$ cat src/rtl/assert_macros.svh
// ============================================================================
// Assertion macros
// Shared concurrent assertion shorthands. They expand to nothing in synthesis.
// ============================================================================
`ifndef ASSERT_MACROS_SVH
`define ASSERT_MACROS_SVH

`ifndef SYNTHESIS

// Property must hold at every clock edge out of reset
`define ASSERT_ALWAYS(lbl, clk, rst_n, expr, msg) \
    lbl: assert property (@(posedge clk) disable iff (!rst_n) (expr)) else $error(msg);

// Consequent must hold in the same cycle as the antecedent
`define ASSERT_IMPLY(lbl, clk, rst_n, ante, cons, msg) \
    lbl: assert property (@(posedge clk) disable iff (!rst_n) (ante) |-> (cons)) \
        else $error(msg);

// Consequent must hold in the cycle after the antecedent
`define ASSERT_NEXT(lbl, clk, rst_n, ante, cons, msg) \
    lbl: assert property (@(posedge clk) disable iff (!rst_n) (ante) |=> (cons)) \
        else $error(msg);

`else

`define ASSERT_ALWAYS(lbl, clk, rst_n, expr, msg)
`define ASSERT_IMPLY(lbl, clk, rst_n, ante, cons, msg)
`define ASSERT_NEXT(lbl, clk, rst_n, ante, cons, msg)

`endif

`endif

$ cat src/rtl/tpd_pkg.sv
// ============================================================================
// tpd_pkg
// Types and constants shared by the text packet deframer modules.
// ============================================================================
package tpd_pkg;

    // Default payload buffer depth
    localparam int BUFFER_DEPTH_DEF = 128;

    // Output queue depth and count width
    localparam int OUTQ_DEPTH = 4;
    localparam int OUTQ_PW    = $clog2(OUTQ_DEPTH);
    localparam int OUTQ_CW    = $clog2(OUTQ_DEPTH + 1);

    // Reset values of the delimiter registers
    localparam logic [7:0] HEADER_CHAR_RST = 8'h40;   // '@'
    localparam logic [7:0] TAIL1_CHAR_RST  = 8'h0D;   // CR
    localparam logic [7:0] TAIL2_CHAR_RST  = 8'h0A;   // LF

    // Configuration register indexes
    localparam logic [1:0] CFG_HEADER = 2'd0;
    localparam logic [1:0] CFG_TAIL1  = 2'd1;
    localparam logic [1:0] CFG_TAIL2  = 2'd2;

    // Operation codes carried on s_tuser
    typedef enum logic [1:0] {
        OP_RX      = 2'd0,
        OP_READ    = 2'd1,
        OP_RELEASE = 2'd2
    } op_t;

    // Receive phase
    typedef enum logic [1:0] {
        PH_WAIT_HDR   = 2'd0,
        PH_COLLECT    = 2'd1,
        PH_WAIT_TAIL2 = 2'd2
    } phase_t;

    // Result event codes
    typedef enum logic [2:0] {
        EV_NONE   = 3'd0,
        EV_HEADER = 3'd1,
        EV_STORED = 3'd2,
        EV_FULL   = 3'd3,
        EV_TAIL1  = 3'd4,
        EV_DONE   = 3'd5,
        EV_READ   = 3'd6
    } event_t;

    // Result of one step, before the payload byte is fetched
    typedef struct packed {
        event_t     ev;
        logic       ready;
        logic [7:0] length;
        phase_t     phase;
        logic       rd_ok;
    } step_res_t;

    // Complete result beat
    typedef struct packed {
        event_t     ev;
        logic       ready;
        logic [7:0] length;
        logic [7:0] rdata;
        phase_t     phase;
    } out_t;

endpackage

$ cat src/rtl/text_packet_deframer.sv
// ============================================================================
// text_packet_deframer
// Frames header / payload / tail1 / tail2 text packets from a byte stream.
// ============================================================================
// Takes one beat per clock while s_tready is high and gives one result beat
// per input beat, in order. A beat passes the framing state machine and the
// payload memory port in the cycle it is accepted. The step result is then
// registered in stage 1 and any byte read in the memory's read register;
// both are then written into a four-entry output queue, whose head is
// presented on the output. s_tready depends only on registers: it drops
// only while four results are in flight, so with m_tready held high the
// block sustains one beat per cycle. The payload memory needs no clearing
// after reset; reads beyond the current packet length return zero.
`include "assert_macros.svh"

module text_packet_deframer #(
    parameter int BUFFER_DEPTH = tpd_pkg::BUFFER_DEPTH_DEF
) (
    input  logic        clk,
    input  logic        rst_n,
    // input stream
    input  logic        s_tvalid,
    output logic        s_tready,
    input  logic [15:0] s_tdata,    // [7:0] rx_byte, [14:8] read_index
    input  logic [1:0]  s_tuser,    // [1:0] operation
    // result stream
    output logic        m_tvalid,
    input  logic        m_tready,
    output logic [23:0] m_tdata,    // [0] packet_ready, [8:1] packet_length,
                                    // [16:9] read_data, [18:17] receive_phase
    output logic [2:0]  m_tuser,    // [2:0] event_res
    // configuration writes
    input  logic        cfg_valid,
    output logic        cfg_ready,
    input  logic [1:0]  cfg_index,
    input  logic [7:0]  cfg_data
);

    localparam int AW = $clog2(BUFFER_DEPTH);
    localparam int CW = $clog2(BUFFER_DEPTH + 1);

    logic                           accept;
    tpd_pkg::op_t                   op;
    tpd_pkg::step_res_t             res;
    logic                           wr_en;
    logic [AW-1:0]                  wr_addr;
    logic [7:0]                     wr_data;
    logic                           rd_en;
    logic [AW-1:0]                  rd_addr;
    logic [7:0]                     ram_rdata;
    logic                           s1_valid_reg;
    tpd_pkg::step_res_t             s1_res_reg;
    tpd_pkg::out_t                  q_in;
    tpd_pkg::out_t                  q_head;
    logic                           q_not_empty;
    logic [tpd_pkg::OUTQ_CW-1:0]    q_count;
    logic [tpd_pkg::OUTQ_CW-1:0]    in_flight;

    assign op        = tpd_pkg::op_t'(s_tuser);
    assign accept    = s_tvalid && s_tready;
    assign cfg_ready = 1'b1;

    // Results in flight bound the queue fill
    assign in_flight = q_count + tpd_pkg::OUTQ_CW'(s1_valid_reg);
    assign s_tready  = (in_flight < tpd_pkg::OUTQ_CW'(tpd_pkg::OUTQ_DEPTH));

    tpd_ctrl #(
        .DEPTH (BUFFER_DEPTH),
        .AW    (AW),
        .CW    (CW)
    ) u_ctrl (
        .clk        (clk),
        .rst_n      (rst_n),
        .cfg_we     (cfg_valid && cfg_ready),
        .cfg_index  (cfg_index),
        .cfg_data   (cfg_data),
        .accept     (accept),
        .op         (op),
        .rx_byte    (s_tdata[7:0]),
        .read_index (s_tdata[14:8]),
        .res        (res),
        .wr_en      (wr_en),
        .wr_addr    (wr_addr),
        .wr_data    (wr_data),
        .rd_en      (rd_en),
        .rd_addr    (rd_addr)
    );

    tpd_store #(
        .DEPTH (BUFFER_DEPTH),
        .AW    (AW)
    ) u_store (
        .clk     (clk),
        .wr_en   (wr_en),
        .wr_addr (wr_addr),
        .wr_data (wr_data),
        .rd_en   (rd_en),
        .rd_addr (rd_addr),
        .rd_data (ram_rdata)
    );

    // Stage 1: hold the step result while the memory read completes
    always_ff @(posedge clk or negedge rst_n)
    begin
        if (!rst_n)
        begin
            s1_valid_reg <= 1'b0;
        end
        else
        begin
            s1_valid_reg <= accept;
        end
    end

    always_ff @(posedge clk)
    begin
        if (accept)
        begin
            s1_res_reg <= res;
        end
    end

    // Merge read data into the result beat
    assign q_in.ev     = s1_res_reg.ev;
    assign q_in.ready  = s1_res_reg.ready;
    assign q_in.length = s1_res_reg.length;
    assign q_in.rdata  = s1_res_reg.rd_ok ? ram_rdata : 8'h00;
    assign q_in.phase  = s1_res_reg.phase;

    tpd_outq u_outq (
        .clk       (clk),
        .rst_n     (rst_n),
        .push      (s1_valid_reg),
        .push_data (q_in),
        .pop       (m_tvalid && m_tready),
        .head      (q_head),
        .not_empty (q_not_empty),
        .count     (q_count)
    );

    // Output beat
    assign m_tvalid = q_not_empty;
    assign m_tuser  = q_head.ev;
    assign m_tdata  = {5'b0, q_head.phase, q_head.rdata, q_head.length, q_head.ready};

    // Checks
    `ASSERT_ALWAYS(a_queue_room, clk, rst_n,
        in_flight <= tpd_pkg::OUTQ_CW'(tpd_pkg::OUTQ_DEPTH),
        "result queue overrun")
    `ASSERT_IMPLY(a_ready_idle, clk, rst_n,
        s1_valid_reg && s1_res_reg.ready,
        s1_res_reg.phase == tpd_pkg::PH_WAIT_HDR,
        "packet ready outside header wait")
    `ASSERT_NEXT(a_read_stage, clk, rst_n,
        accept && op == tpd_pkg::OP_READ,
        s1_valid_reg && s1_res_reg.ev == tpd_pkg::EV_READ,
        "read beat lost in stage 1")

endmodule

$ cat src/rtl/tpd_store.sv
// ============================================================================
// tpd_store
// Payload byte memory: one write port, one read port, registered read data.
// ============================================================================
module tpd_store #(
    parameter int DEPTH = tpd_pkg::BUFFER_DEPTH_DEF,
    parameter int AW    = $clog2(DEPTH)
) (
    input  logic          clk,
    input  logic          wr_en,
    input  logic [AW-1:0] wr_addr,
    input  logic [7:0]    wr_data,
    input  logic          rd_en,
    input  logic [AW-1:0] rd_addr,
    output logic [7:0]    rd_data
);

    logic [7:0] mem [DEPTH];
    logic [7:0] rd_data_reg;

    // Write port
    always_ff @(posedge clk)
    begin
        if (wr_en)
        begin
            mem[wr_addr] <= wr_data;
        end
    end

    // Read port, registered; holds until the next read
    always_ff @(posedge clk)
    begin
        if (rd_en)
        begin
            rd_data_reg <= mem[rd_addr];
        end
    end

    assign rd_data = rd_data_reg;

endmodule

$ cat src/rtl/tpd_ctrl.sv
// ============================================================================
// tpd_ctrl
// Framing state machine, byte count, ready flag and delimiter registers.
// Issues the payload memory write for each stored byte and the read for each read beat.
// ============================================================================
module tpd_ctrl #(
    parameter int DEPTH = tpd_pkg::BUFFER_DEPTH_DEF,
    parameter int AW    = $clog2(DEPTH),
    parameter int CW    = $clog2(DEPTH + 1)
) (
    input  logic                clk,
    input  logic                rst_n,
    // configuration writes
    input  logic                cfg_we,
    input  logic [1:0]          cfg_index,
    input  logic [7:0]          cfg_data,
    // accepted input beat
    input  logic                accept,
    input  tpd_pkg::op_t        op,
    input  logic [7:0]          rx_byte,
    input  logic [6:0]          read_index,
    // step result
    output tpd_pkg::step_res_t  res,
    // payload memory access
    output logic                wr_en,
    output logic [AW-1:0]       wr_addr,
    output logic [7:0]          wr_data,
    output logic                rd_en,
    output logic [AW-1:0]       rd_addr
);

    localparam int CMPW = (CW > 7) ? CW : 7;

    logic [7:0]       header_reg;
    logic [7:0]       tail1_reg;
    logic [7:0]       tail2_reg;
    tpd_pkg::phase_t  phase_reg;
    tpd_pkg::phase_t  phase_next;
    logic [CW-1:0]    count_reg;
    logic [CW-1:0]    count_next;
    logic             ready_reg;
    logic             ready_next;
    tpd_pkg::event_t  ev;
    logic             is_rx;
    logic             is_full;
    logic             in_range;

    assign is_rx    = accept && (op == tpd_pkg::OP_RX);
    assign is_full  = (count_reg == CW'(DEPTH));
    assign in_range = (CMPW'(read_index) < CMPW'(count_reg));

    // Delimiter registers
    always_ff @(posedge clk or negedge rst_n)
    begin
        if (!rst_n)
        begin
            header_reg <= tpd_pkg::HEADER_CHAR_RST;
            tail1_reg  <= tpd_pkg::TAIL1_CHAR_RST;
            tail2_reg  <= tpd_pkg::TAIL2_CHAR_RST;
        end
        else if (cfg_we)
        begin
            unique case (cfg_index)
                tpd_pkg::CFG_HEADER: header_reg <= cfg_data;
                tpd_pkg::CFG_TAIL1:  tail1_reg  <= cfg_data;
                tpd_pkg::CFG_TAIL2:  tail2_reg  <= cfg_data;
                default: ;
            endcase
        end
    end

    // Next phase
    always_comb
    begin
        phase_next = phase_reg;
        if (is_rx)
        begin
            unique case (phase_reg)
                tpd_pkg::PH_COLLECT:
                begin
                    if (rx_byte == tail1_reg)
                    begin
                        phase_next = tpd_pkg::PH_WAIT_TAIL2;
                    end
                end
                tpd_pkg::PH_WAIT_TAIL2:
                begin
                    if (rx_byte == tail2_reg)
                    begin
                        phase_next = tpd_pkg::PH_WAIT_HDR;
                    end
                end
                default:
                begin
                    if (rx_byte == header_reg && !ready_reg)
                    begin
                        phase_next = tpd_pkg::PH_COLLECT;
                    end
                end
            endcase
        end
    end

    // Event, count, ready flag and memory requests
    always_comb
    begin
        ev         = tpd_pkg::EV_NONE;
        count_next = count_reg;
        ready_next = ready_reg;
        wr_en      = 1'b0;
        if (accept)
        begin
            unique case (op)
                tpd_pkg::OP_RX:
                begin
                    unique case (phase_reg)
                        tpd_pkg::PH_COLLECT:
                        begin
                            if (rx_byte == tail1_reg)
                            begin
                                ev = tpd_pkg::EV_TAIL1;
                            end
                            else if (!is_full)
                            begin
                                ev         = tpd_pkg::EV_STORED;
                                wr_en      = 1'b1;
                                count_next = count_reg + CW'(1);
                            end
                            else
                            begin
                                ev = tpd_pkg::EV_FULL;
                            end
                        end
                        tpd_pkg::PH_WAIT_TAIL2:
                        begin
                            if (rx_byte == tail2_reg)
                            begin
                                ev         = tpd_pkg::EV_DONE;
                                ready_next = 1'b1;
                            end
                        end
                        default:
                        begin
                            if (rx_byte == header_reg && !ready_reg)
                            begin
                                ev         = tpd_pkg::EV_HEADER;
                                count_next = '0;
                            end
                        end
                    endcase
                end
                tpd_pkg::OP_READ:
                begin
                    ev = tpd_pkg::EV_READ;
                end
                tpd_pkg::OP_RELEASE:
                begin
                    ready_next = 1'b0;
                end
                default: ;
            endcase
        end
    end

    // State registers
    always_ff @(posedge clk or negedge rst_n)
    begin
        if (!rst_n)
        begin
            phase_reg <= tpd_pkg::PH_WAIT_HDR;
            count_reg <= '0;
            ready_reg <= 1'b0;
        end
        else
        begin
            phase_reg <= phase_next;
            count_reg <= count_next;
            ready_reg <= ready_next;
        end
    end

    // Memory ports: write at the fill position, read at the requested index
    assign wr_addr = count_reg[AW-1:0];
    assign wr_data = rx_byte;
    assign rd_en   = accept && (op == tpd_pkg::OP_READ);
    assign rd_addr = AW'(read_index);

    // Step result
    assign res.ev     = ev;
    assign res.ready  = ready_next;
    assign res.length = 8'(count_next);
    assign res.phase  = phase_next;
    assign res.rd_ok  = rd_en && in_range;

endmodule

$ cat src/rtl/tpd_outq.sv
// ============================================================================
// tpd_outq
// Small result queue that decouples the input side from output stalls.
// ============================================================================
module tpd_outq (
    input  logic                          clk,
    input  logic                          rst_n,
    input  logic                          push,
    input  tpd_pkg::out_t                 push_data,
    input  logic                          pop,
    output tpd_pkg::out_t                 head,
    output logic                          not_empty,
    output logic [tpd_pkg::OUTQ_CW-1:0]   count
);

    tpd_pkg::out_t                  entry_reg [tpd_pkg::OUTQ_DEPTH];
    logic [tpd_pkg::OUTQ_PW-1:0]    wr_ptr_reg;
    logic [tpd_pkg::OUTQ_PW-1:0]    rd_ptr_reg;
    logic [tpd_pkg::OUTQ_CW-1:0]    count_reg;
    logic [tpd_pkg::OUTQ_CW-1:0]    count_next;

    // Entry storage
    always_ff @(posedge clk)
    begin
        if (push)
        begin
            entry_reg[wr_ptr_reg] <= push_data;
        end
    end

    always_comb
    begin
        count_next = count_reg;
        if (push && !pop)
        begin
            count_next = count_reg + tpd_pkg::OUTQ_CW'(1);
        end
        else if (pop && !push)
        begin
            count_next = count_reg - tpd_pkg::OUTQ_CW'(1);
        end
    end

    // Pointers and fill count
    always_ff @(posedge clk or negedge rst_n)
    begin
        if (!rst_n)
        begin
            wr_ptr_reg <= '0;
            rd_ptr_reg <= '0;
            count_reg  <= '0;
        end
        else
        begin
            if (push)
            begin
                wr_ptr_reg <= wr_ptr_reg + tpd_pkg::OUTQ_PW'(1);
            end
            if (pop)
            begin
                rd_ptr_reg <= rd_ptr_reg + tpd_pkg::OUTQ_PW'(1);
            end
            count_reg <= count_next;
        end
    end

    assign head      = entry_reg[rd_ptr_reg];
    assign not_empty = (count_reg != '0);
    assign count     = count_reg;

endmodule
$ cat config.mk
export PLATFORM = sky130hd
export DESIGN_NAME = text_packet_deframer
export DESIGN_NICKNAME = d
export VERILOG_FILES = /design/src/rtl/tpd_pkg.sv /design/src/rtl/text_packet_deframer.sv /design/src/rtl/tpd_store.sv /design/src/rtl/tpd_ctrl.sv /design/src/rtl/tpd_outq.sv
export VERILOG_INCLUDE_DIRS = /design/src /design/src/rtl
export SDC_FILE = /design/constraint.sdc
export NUM_CORES = 1
export LEC_CHECK = 0
export BUFFER_PORTS_ARGS = -buffer_cell sky130_fd_sc_hd__buf_2
export CAP_MARGIN = 0
export CORE_MARGIN = 1.5
export CORE_UTILIZATION = 35
export CTS_CLUSTER_SIZE = 12
export DETAILED_ROUTE_END_ITERATION = 6
export GPL_ROUTABILITY_DRIVEN = 0
export PLACE_DENSITY = 0.51
export SETUP_SLACK_MARGIN = 0.15
export SLEW_MARGIN = 40
export SYNTH_ARGS = -nofsm -noshare
export SYNTH_HDL_FRONTEND = slang
export SYNTH_SLANG_ARGS = --single-unit
$ cat constraint.sdc
create_clock -name clk -period 6.1 [get_ports clk]
set_clock_uncertainty 0.05 [all_clocks]
set_input_delay 0.915 -clock clk [delete_from_list [all_inputs] [get_ports clk]]
set_output_delay 0.915 -clock clk [all_outputs]
set_load 0.02 [all_outputs]
---- Word-level counts from Yosys, hierarchy flattened ----
Memories as Yosys holds them, arrays and structs flattened. A register that Yosys moved wholly into a read port is not among the register bits.
Index checks and enable logic that the tools add are counted.
storage, ports and cells
  register bits ........................... 58
  memory bits (writable) .................. 1,112
  input bits .............................. 33
  output and inout bits ................... 30
  word-level logic and storage cells ...... 86
  memories ................................ 2
operators by class
  add/sub/neg operators ................... 6
  $lt $le $gt $ge ......................... 2
  equality and inequality tests ........... 10
  muxes and demuxes ....................... 33
  reductions and logical operators ........ 18
memory list
  name              depth  width  rd ports  clocked after Yosys merged registers in  write ports  line             text
  u_store.mem       128    8      1         1                                        1            tpd_store.sv:18  logic [7:0] mem [DEPTH];
  u_outq.entry_reg  4      22     1         0                                        1            tpd_outq.sv:16   tpd_pkg::out_t entry_reg [tpd_pkg::OUTQ_DEPTH];
operators by type and width
  cell                                                                    number
  8-bit two-way mux                                                       6
  8-bit equality test                                                     3
  8-bit case mux with 2 select lines                                      1
  1-bit two-way mux                                                       14
  3-bit two-way mux                                                       4
  3-bit case mux with 2 select lines                                      2
  8-bit by 1-bit adder with 8-bit output (second input constant)          1
  8-bit equality test (second input constant)                             1
  1-bit logical AND                                                       8
  7-bit by 8-bit < comparator with 1-bit output                           1
  2-bit two-way mux                                                       4
  2-bit by 1-bit equality test with 1-bit output (second input constant)  3
  2-bit equality test (second input constant)                             3
  2-bit AND reduction                                                     3
  2-bit by 1-bit adder with 2-bit output (second input constant)          2
  2-bit logical NOT                                                       2
  2-bit case mux with 2 select lines                                      1
  3-bit by 1-bit adder with 3-bit output                                  1
  3-bit by 1-bit adder with 3-bit output (second input constant)          1
  1-bit logical NOT                                                       3
  3-bit < comparator (second input constant)                              1
  3-bit nonzero test                                                      1
  3-bit by 1-bit subtractor with 3-bit output (second input constant)     1
  1-bit case mux with 2 select lines                                      1
  2-bit nonzero test                                                      1

---- Depth between registers and ports, before layout ----
Gate-level depths: netlist of run 1.
  word-level depth ........................ 8
  depth in mapped cells ................... 10
  mapped depth without buffers ............ 8

---- Cells and area by module ----
From an unflattened synthesis of run 1, not the netlist that was laid out.
second synthesis, totals
  cell total of the unflattened synthesis .. 2,047
  area total of the unflattened synthesis .. 46,241.8 um^2
by module, submodules not included
  module                times used  cells each  area each (um^2)  seq. area each (um^2)
  tpd_store             1           1,635       39,745.6          30,989.7
  tpd_outq              1           148         3,598.5           2,817.7
  tpd_ctrl              1           226         2,274.7           883.3
  text_packet_deframer  1           38          623.1             475.5

---- Worst setup path before layout of run 1 ----
Ideal clock, no wire load.
  path type ............................... input to register
  start point ............................. in s_tdata[0]
  end point ............................... mem u_store.mem[59][0] (enable)
  library setup time ...................... 0.370 ns
  arrival time ............................ 2.546 ns
  required time ........................... 5.680 ns
  setup slack ............................. 3.134 ns
  stages on the path ...................... 7
  path buffers ............................ 1
  cell sequence ........................... xnor2_1 nand4_1 o21ai_1 nor4_2 nand3_2 buf_2 nor2_1
between the ends
  cells in the longest elaborated chain, start to end .. 7
ends and longest elaborated chain
  what                                     line                        text
  from (decl)                              text_packet_deframer.sv:24  input logic [15:0] s_tdata,
  8-bit equality test                      tpd_ctrl.sv:119             if (rx_byte == tail1_reg)
  1-bit two-way mux                        tpd_ctrl.sv:119
  1-bit two-way mux                        tpd_ctrl.sv:116             unique case (phase_reg)
  1-bit two-way mux                        tpd_ctrl.sv:113             unique case (op)
  1-bit two-way mux                        tpd_ctrl.sv:111             if (accept)
  1-bit two-way mux                        tpd_store.sv:24             if (wr_en)
  1-bit two-way mux (not written as such)  tpd_store.sv:26             mem[wr_addr] <= wr_data;
  to (decl)                                tpd_store.sv:18
Every way passes these cells.

---- Final worst setup path of run 1 ----
  start point ............................. reg s1_valid_reg
  end point ............................... mem u_store.mem[92][4] (enable)
between the ends
  cells in the longest elaborated chain, start to end .. 6
ends and longest elaborated chain
  what                                     line                         text
  from (decl)                              text_packet_deframer.sv:51   logic s1_valid_reg;
  from (signal assigned)                   text_packet_deframer.sv:111  s1_valid_reg <= accept;
  3-bit by 1-bit adder with 3-bit output   text_packet_deframer.sv:64   assign in_flight = q_count + tpd_pkg::OUTQ_CW'(s1_valid_reg);
  3-bit < comparator                       text_packet_deframer.sv:65   assign s_tready = (in_flight < tpd_pkg::OUTQ_CW'(tpd_pkg::OUTQ_DEPTH));
  1-bit logical AND                        text_packet_deframer.sv:60   assign accept = s_tvalid && s_tready;
  1-bit two-way mux                        tpd_ctrl.sv:111
  1-bit two-way mux                        tpd_store.sv:24
  1-bit two-way mux (not written as such)  tpd_store.sv:26
Every way passes these cells.

==> key figures, run 1 <==
Placed design
  – Port Buffers: 55
  – Inst Count DP: 4,000
  – DP Worst Slack: around 1400 ps
  – Hpwl dp: 67,830 um

Logic synthesis
  – Ys Warns: 0
  – Synth top area share: 74.16%
  – Most frequent cells after synthesis: edfxtp_1 (1,135), mux4_2 (214), nor2_1 (169)
  – Synth area leader: edfxtp_1
  – Ys async rst share: under 10%
  – Seq cells post-synth: 1,178
  – Avg Cell Area, Syn: between 20 and 25 um2
  – Area contributors post-synth: edfxtp_1 (74%), mux4_2 (10%), mux2_2 (2.2%)
  – Synth Cell Area: approximately 46,000 um2
  – Dominant synthesized flop cell: edfxtp_1
  – Post-synth EDFFs: 1,135
  – Most common cell in the netlist: edfxtp_1
  – Seq/Total Area, Yosys: approximately 77%
  – Netlist cell types: 58
  – Syn Inst Count: ~2,300

Floorplan
  – I/O pin count: 63
  – Full die area: 133,500 um2
  – Initial core utilization: 35.36%
  – Die Ht: 365.4 um
  – Die X-Extent: 365.4 um
  – Cell Rows: roughly 130
  – Core area: roughly 130,000 um2

Cells and area
  – Nets: 2,428
  – Synth-to-Final Area Change: 12.88%
  – Max reg flops: between 1,000 and 1,500
  – Non-Filler Instances: between 4,000 and 5,000
  – Layout cells sized above 1: roughly a quarter

Clock tree
  – TritonCTS clock tree: built
  – Clk slew on worst S/H paths: 60 ps
  – Clock tree buffer depth: 3
  – Post-CTS Resized: 0
  – Post-CTS Setup Bufs: 0
  – Hold-fix buffers, CTS: 0
  – Clock sink total: around 1,200
  – Root Buffer: clkbuf_16
  – H-tree levels: 3
  – CTS buffer count: 119
  – Clk_lat worst skew: 720 ps

Worst setup path
  – Reg2Reg Launch Point: s1_valid_reg$_DFF_PN0_
  – Startpoint types: register
  – Reg-to-reg critical path endpoint: u_store.mem[92][4]$_DFFE_PP_
  – R2R cell count: 7
  – Critical path endpoint: u_store.mem[92][4]$_DFFE_PP_
  – Worst-path fanout max: 13
  – Reg2reg setup slack: 2130 ps
  – Req. time, crit path: ~6400 ps
  – Worst EP arrival: between 4000 and 5000 ps
  – Kind of critical path: register to register
  – Critical Path Source: s1_valid_reg$_DFF_PN0_
  – Crit end category: register

Timing
  – RSZ-0062 raised after global routing: false
  – Max transition margin: between 40% and 50%
  – Final hold violations: 0
  – Pins Over Slew Limit: 0
  – Total negative slack: 0 ps
  – Min cycle time layout: just under 4000 ps
  – Highest clock rate: between 200 and 300 MHz
  – Worst hold slack: about 150 ps
  – Worst-margin pin slew: around 880 ps
  – Fin crit share: roughly two thirds
  – Final setup viols: 0
  – Worst Slack Setup Final: between 2000 and 2500 ps

Global route
  – Vias in the first global route: 23,160
  – Grt ovf: 0
  – Pin count of the biggest net entering global routing: 130
  – Gr usage total: between 10% and 20%
  – First-pass GRT wire length: approximately 160,000 um
  – Antenna violations before repair: 5

Drt
  – Final WL: around 110,000 um
  – DR WL/cell: between 20 and 30 um
  – Drt first-iter violations: just under 2,000
  – Via/cell ratio: between 5 and 6
  – First-pass detailed-route iteration total: 5
  – DRC Markers: 0
  – Via count: 22,340
  – Post-route ant nets: 0

Power
  – Pleak: ~16 nW
  – Pwr/cell area: about 330 nW/um2
  – Final Total Pwr: ~17 mW
  – VDD IR max: roughly 0.22 mV

Status
  – Status: complete, no violations

Hold path
  – Hold WC Path Type: input port to async pin

Job
  – Maxcap violations: 0
## logic make-up after synthesis
| logic type | after synthesis | synth area share, % |
|---|---|---|
| DFF | 1178 | 76.51 |
| muxes | 368 | 14.09 |
| and+or+nand+nor | 273 | 2.682 |
| AOI/OAI and AO/OA | 266 | 4.154 |
| buffers and inverters | 146 | 1.505 |
| xor gates and xnor gates | 31 | 0.5907 |
| adders and majority gates | 16 | 0.4519 |
| other | 2 | 0.01634 |
## layout by cell type, fill, tap and decap left out, types with 15 or more instances in the layout
| master | n |
|---|---|
| edfxtp_1 | 1135 |
| mux4_2 | 214 |
| nor2_1 | 124 |
| clkbuf_16 | 121 |
| mux2_2 | 90 |
| a22oi_1 | 82 |
| mux2i_1 | 64 |
| nor2_2 | 45 |
| buf_2 | 44 |
| buf_4 | 44 |
| o21ai_0 | 37 |
| clkbuf_1 | 37 |
| dfrtp_1 | 36 |
| a21oi_1 | 27 |
| o22ai_1 | 27 |
| o221ai_1 | 24 |
| clkinv_1 | 21 |
| xor2_1 | 20 |
| inv_1 | 18 |
| nand2_1 | 17 |
| a22o_1 | 17 |
| a221o_1 | 16 |
| a221oi_1 | 16 |
| clkinv_2 | 16 |
| and2_1 | 15 |
| nor3_1 | 15 |
| ha_1 | 15 |
## worst max-delay path, cell delays in order (launching register included)
cell     delay, ps
dfrtp_1        500
nand3_1        140
xor2_1         290
nand3_1        480
nor2_1         410
nand3_2        590
buf_4          460
nor2_1         660
## per-layer routing
| layer | routed length, um | vias to the layer above | GRT usage, % |
|---|---|---|---|
| met1 | 47100 | 11900 | 22.41 |
| met5 | 14 | - | 0 |
| li1 | - | 9593 | - |
| met2 | 54160 | 696 | 27.51 |
| met3 | 6689 | 150 | 2.859 |
| met4 | 3069 | 4 | 5.736 |
## report_power, final
| group | leakage (nW) | switching, mW | total, mW | internal [mW] |
|---|---|---|---|---|
| Clock | 1.67 | 2.95 | 6.58 | 3.64 |
| Combinational | 3.68 | 0.901 | 1.46 | 0.562 |
| Sequential | 10.7 | 0.140 | 9.25 | 9.11 |
## cell type report
type | instances | area, um2
Fill cell | 11610 | 78100
Sequential cell | 1178 | 35170
Multi-Input combinational cell | 960 | 10280
Clock buffer | 158 | 3167
Tap cell | 1742 | 2180
Timing Repair Buffer | 102 | 768.2
Clock inverter | 43 | 246.5
Inverter | 18 | 67.56
Antenna cell | 1 | 2.502
## per-stage QoR
stage | cell area (um2) | utilization [%]
floorplan | 45980 | -
finish | 51880 | 39.91
CTS | 51780 | 39.84
global route | 51880 | 39.91
global placement | 48290 | 37.15
detailed placement | 48370 | 37.21
## how the worst min path moves through the flow
stage,startpoint,end,slack (ps),depth (start not counted)
finish,rst_n,u_outq.count[2]$_DFFE_PN0P_,150,1
floorplan,q_in[0]$_DFFE_PP_,u_outq.entry_reg[0][0]$_DFFE_PP_,410,0
global placement,q_in[18]$_DFFE_PP_,u_outq.entry_reg[2][18]$_DFFE_PP_,420,0
detailed placement,q_in[18]$_DFFE_PP_,u_outq.entry_reg[1][18]$_DFFE_PP_,440,0
global route,rst_n,u_outq.count[2]$_DFFE_PN0P_,190,1
CTS,rst_n,u_ctrl.phase_reg[0]$_DFF_PN0_,130,1
Note: power is estimated with default switching activity, not from simulation.
==> run 2, diff against run 1 <==
- clock period: 6.1 -> 4.1 ns (I/O delays scaled with it)
==> key figures, run 2 (same netlist as run 1, synthesis figures left out) <==
Status
  – Status: complete, no violations

Global route
  – Grt ovf: 0 (unchanged)
  – Pin count of the biggest net entering global routing: 130 (unchanged)
  – First-pass GRT wire length: 161,300 um (+0.15%)
  – Vias in the first global route: 23,190 (+0.13%)
  – Gr usage total: 16.73% (+0.019 points)
  – Antenna violations before repair: 3 (-2)

Power
  – Pwr/cell area: 495.0 nW/um2 (+48%)
  – Pleak: 16.30 nW (+1.5%)
  – Final Total Pwr: 25.93 mW (+50%)
  – VDD IR max: 0.3247 mV (+45%)

Clock tree
  – H-tree levels: 3 (unchanged)
  – Root Buffer: clkbuf_16
  – Clock sink total: 1,178 (unchanged)
  – Hold-fix buffers, CTS: 1 (+1)
  – Clk_lat worst skew: 720 ps (about the same)
  – Post-CTS Resized: 0 (unchanged)
  – Clock tree buffer depth: 3 (unchanged)
  – Post-CTS Setup Bufs: 0 (unchanged)
  – Clk slew on worst S/H paths: 60 ps (about the same)
  – CTS buffer count: 118 (-0.84%)
  – TritonCTS clock tree: built

Timing
  – Max transition margin: 42.65% (+1.6 points)
  – Worst hold slack: 125.5 ps (-23.35 ps)
  – Min cycle time layout: 3509 ps (-463.8 ps)
  – Final hold violations: 0 (unchanged)
  – Fin crit share: 85.59% (+20 points)
  – Pins Over Slew Limit: 0 (unchanged)
  – Final setup viols: 0 (unchanged)
  – RSZ-0062 raised after global routing: false
  – Total negative slack: 0 ps (unchanged)
  – Worst Slack Setup Final: 590.9 ps (-1536 ps)
  – Worst-margin pin slew: 857.1 ps (-23.47 ps)
  – Highest clock rate: 285.0 MHz (+13%)

Floorplan
  – Cell Rows: 132 (unchanged)
  – Die Ht: 365.4 um (unchanged)
  – Full die area: 133,500 um2 (unchanged)
  – Initial core utilization: 35.36% (unchanged)
  – Core area: 130,000 um2 (unchanged)
  – Die X-Extent: 365.4 um (unchanged)
  – I/O pin count: 63 (unchanged)

Cells and area
  – Fin area: 52,380 um2 (+0.97%)
  – Layout cells sized above 1: 26.54% (+1.4 points)
  – Most frequent cells in the layout: edfxtp_1 (1,135), mux4_2 (214), clkbuf_16 (119), nor2_1 (117), mux2_2 (90)
  – Inserted Diodes: 0 (-1)
  – Synth-to-Final Area Change: 13.97%
  – Nets: 2,465 (+1.5%)
  – Max reg flops: 1,024 (unchanged)
  – Most common cell after layout, fill and taps aside: edfxtp_1
  – Filler Cells Inserted: 11,490 (-1.0%)

Hold path
  – Hold Crit Depth: 2
  – Hold WC Path Type: input port to register
  – Hold Path End: u_ctrl.tail1_reg[3]$_DFFE_PN1P_
  – Hold path startpoint: cfg_data[3]

Drt
  – DR WL/cell: 26.19 um (-0.87%)
  – Via/cell ratio: 5.271 (-0.88%)
  – Final WL: 111,100 um (about the same)
  – Post-route ant nets: 0 (unchanged)
  – First-pass detailed-route iteration total: 6 (+1)
  – DRC Markers: 0 (unchanged)
  – Drt first-iter violations: 2,043 (+4.3%)
  – Via count: 22,350 (+0.018%)

Worst setup path
  – Worst-path fanout max: 16 (+3)
  – Reg2reg setup slack: 590 ps (-1540 ps)
  – Startpoint types: register
  – Req. time, crit path: 4380 ps (-2020 ps)
  – Reg-to-reg critical path endpoint: u_store.mem[91][4]$_DFFE_PP_
  – CP max stage delay: 680 ps (+20 ps)
  – Critical Path, Cell by Cell: or4_1 -> nor3_4 -> nor4_2 -> nand3_2 -> buf_4 -> nor2_1
  – Kind of critical path: register to register
  – Crit end category: register
  – Crit-path slowest cell: nor2_1
  – Reg2Reg Launch Point: u_ctrl.count_reg[4]$_DFF_PN0_
  – R2R cell count: 6 (-1)
  – Worst EP arrival: 3780 ps (-490 ps)

Placed design
  – Port Buffers: 55 (unchanged)
  – DP Worst Slack: 103.9 ps (-1292 ps)
  – DP Area: 48,720 um2 (+0.72%)
  – Hpwl dp: 68,610 um (+1.2%)

Job
  – Maxcap violations: 0 (unchanged)
[run 2: changes by cell type in the layout (fill, tap and decap cells not counted), sizes merged, moves of 2 or more]
cell    delta
buf       +37
clkinv     -5
clkbuf     +3
bufinv     +2
[run 2: worst max path at each step]
stage	depth (start not counted)	start	endpoint
after global routing	6	u_ctrl.count_reg[4]$_DFF_PN0_	u_store.mem[115][4]$_DFFE_PP_
after floorplan	7	s1_valid_reg$_DFF_PN0_	u_store.mem[59][0]$_DFFE_PP_
final	6	u_ctrl.count_reg[4]$_DFF_PN0_	u_store.mem[91][4]$_DFFE_PP_
after global placement	9	s_tdata[8]	u_store.rd_data[5]$_DFFE_PP_
after detailed placement	9	s_tdata[8]	u_store.rd_data[5]$_DFFE_PP_
after CTS	6	u_ctrl.count_reg[4]$_DFF_PN0_	u_store.mem[67][7]$_DFFE_PP_
[run 2: worst max-delay path, delay by kind of cell, from the launching register on]
kind                   cells  cell delay, ps
DFF                        1             660
buffers and inverters      1             310
and+or+nand+nor            5            2090
[run 2: power by group]
group	internal, mW	leakage [nW]	switching, mW
clock network	5.57	1.70	4.36
registers	13.6	10.7	0.207
logic	0.882	3.89	1.35
total	20.0	16.3	5.92
[run 2: final cells by class]
| class | instances | area (um2) | share of cell area [%] |
|---|---|---|---|
| inverter | 18 | 67.56 | 0.1290 |
| tap | 1742 | 2180 | 4.161 |
| clock buffer | 161 | 3186 | 6.081 |
| sequential | 1178 | 35170 | 67.14 |
| multi-input combinational | 960 | 10280 | 19.62 |
| clock inverter | 41 | 319.1 | 0.6091 |
| timing repair buffer | 140 | 1186 | 2.264 |
[run 2: routing by layer]
layer	up-vias	GRT usage, %	wire, um
li1	9667	-	-
met1	11850	23.56	49370
met2	689	26.90	52980
met3	138	2.898	6668
met4	0	4.328	2038
met5	-	0	0
[run 2: metrics by stage]
stage | util [%] | std cells
floorplan | - | 2284
global placement | 37.46 | 4036
detailed placement | 37.48 | 4036
CTS | 40.19 | 4239
global route | 40.30 | 4240
finish | 40.30 | 4240
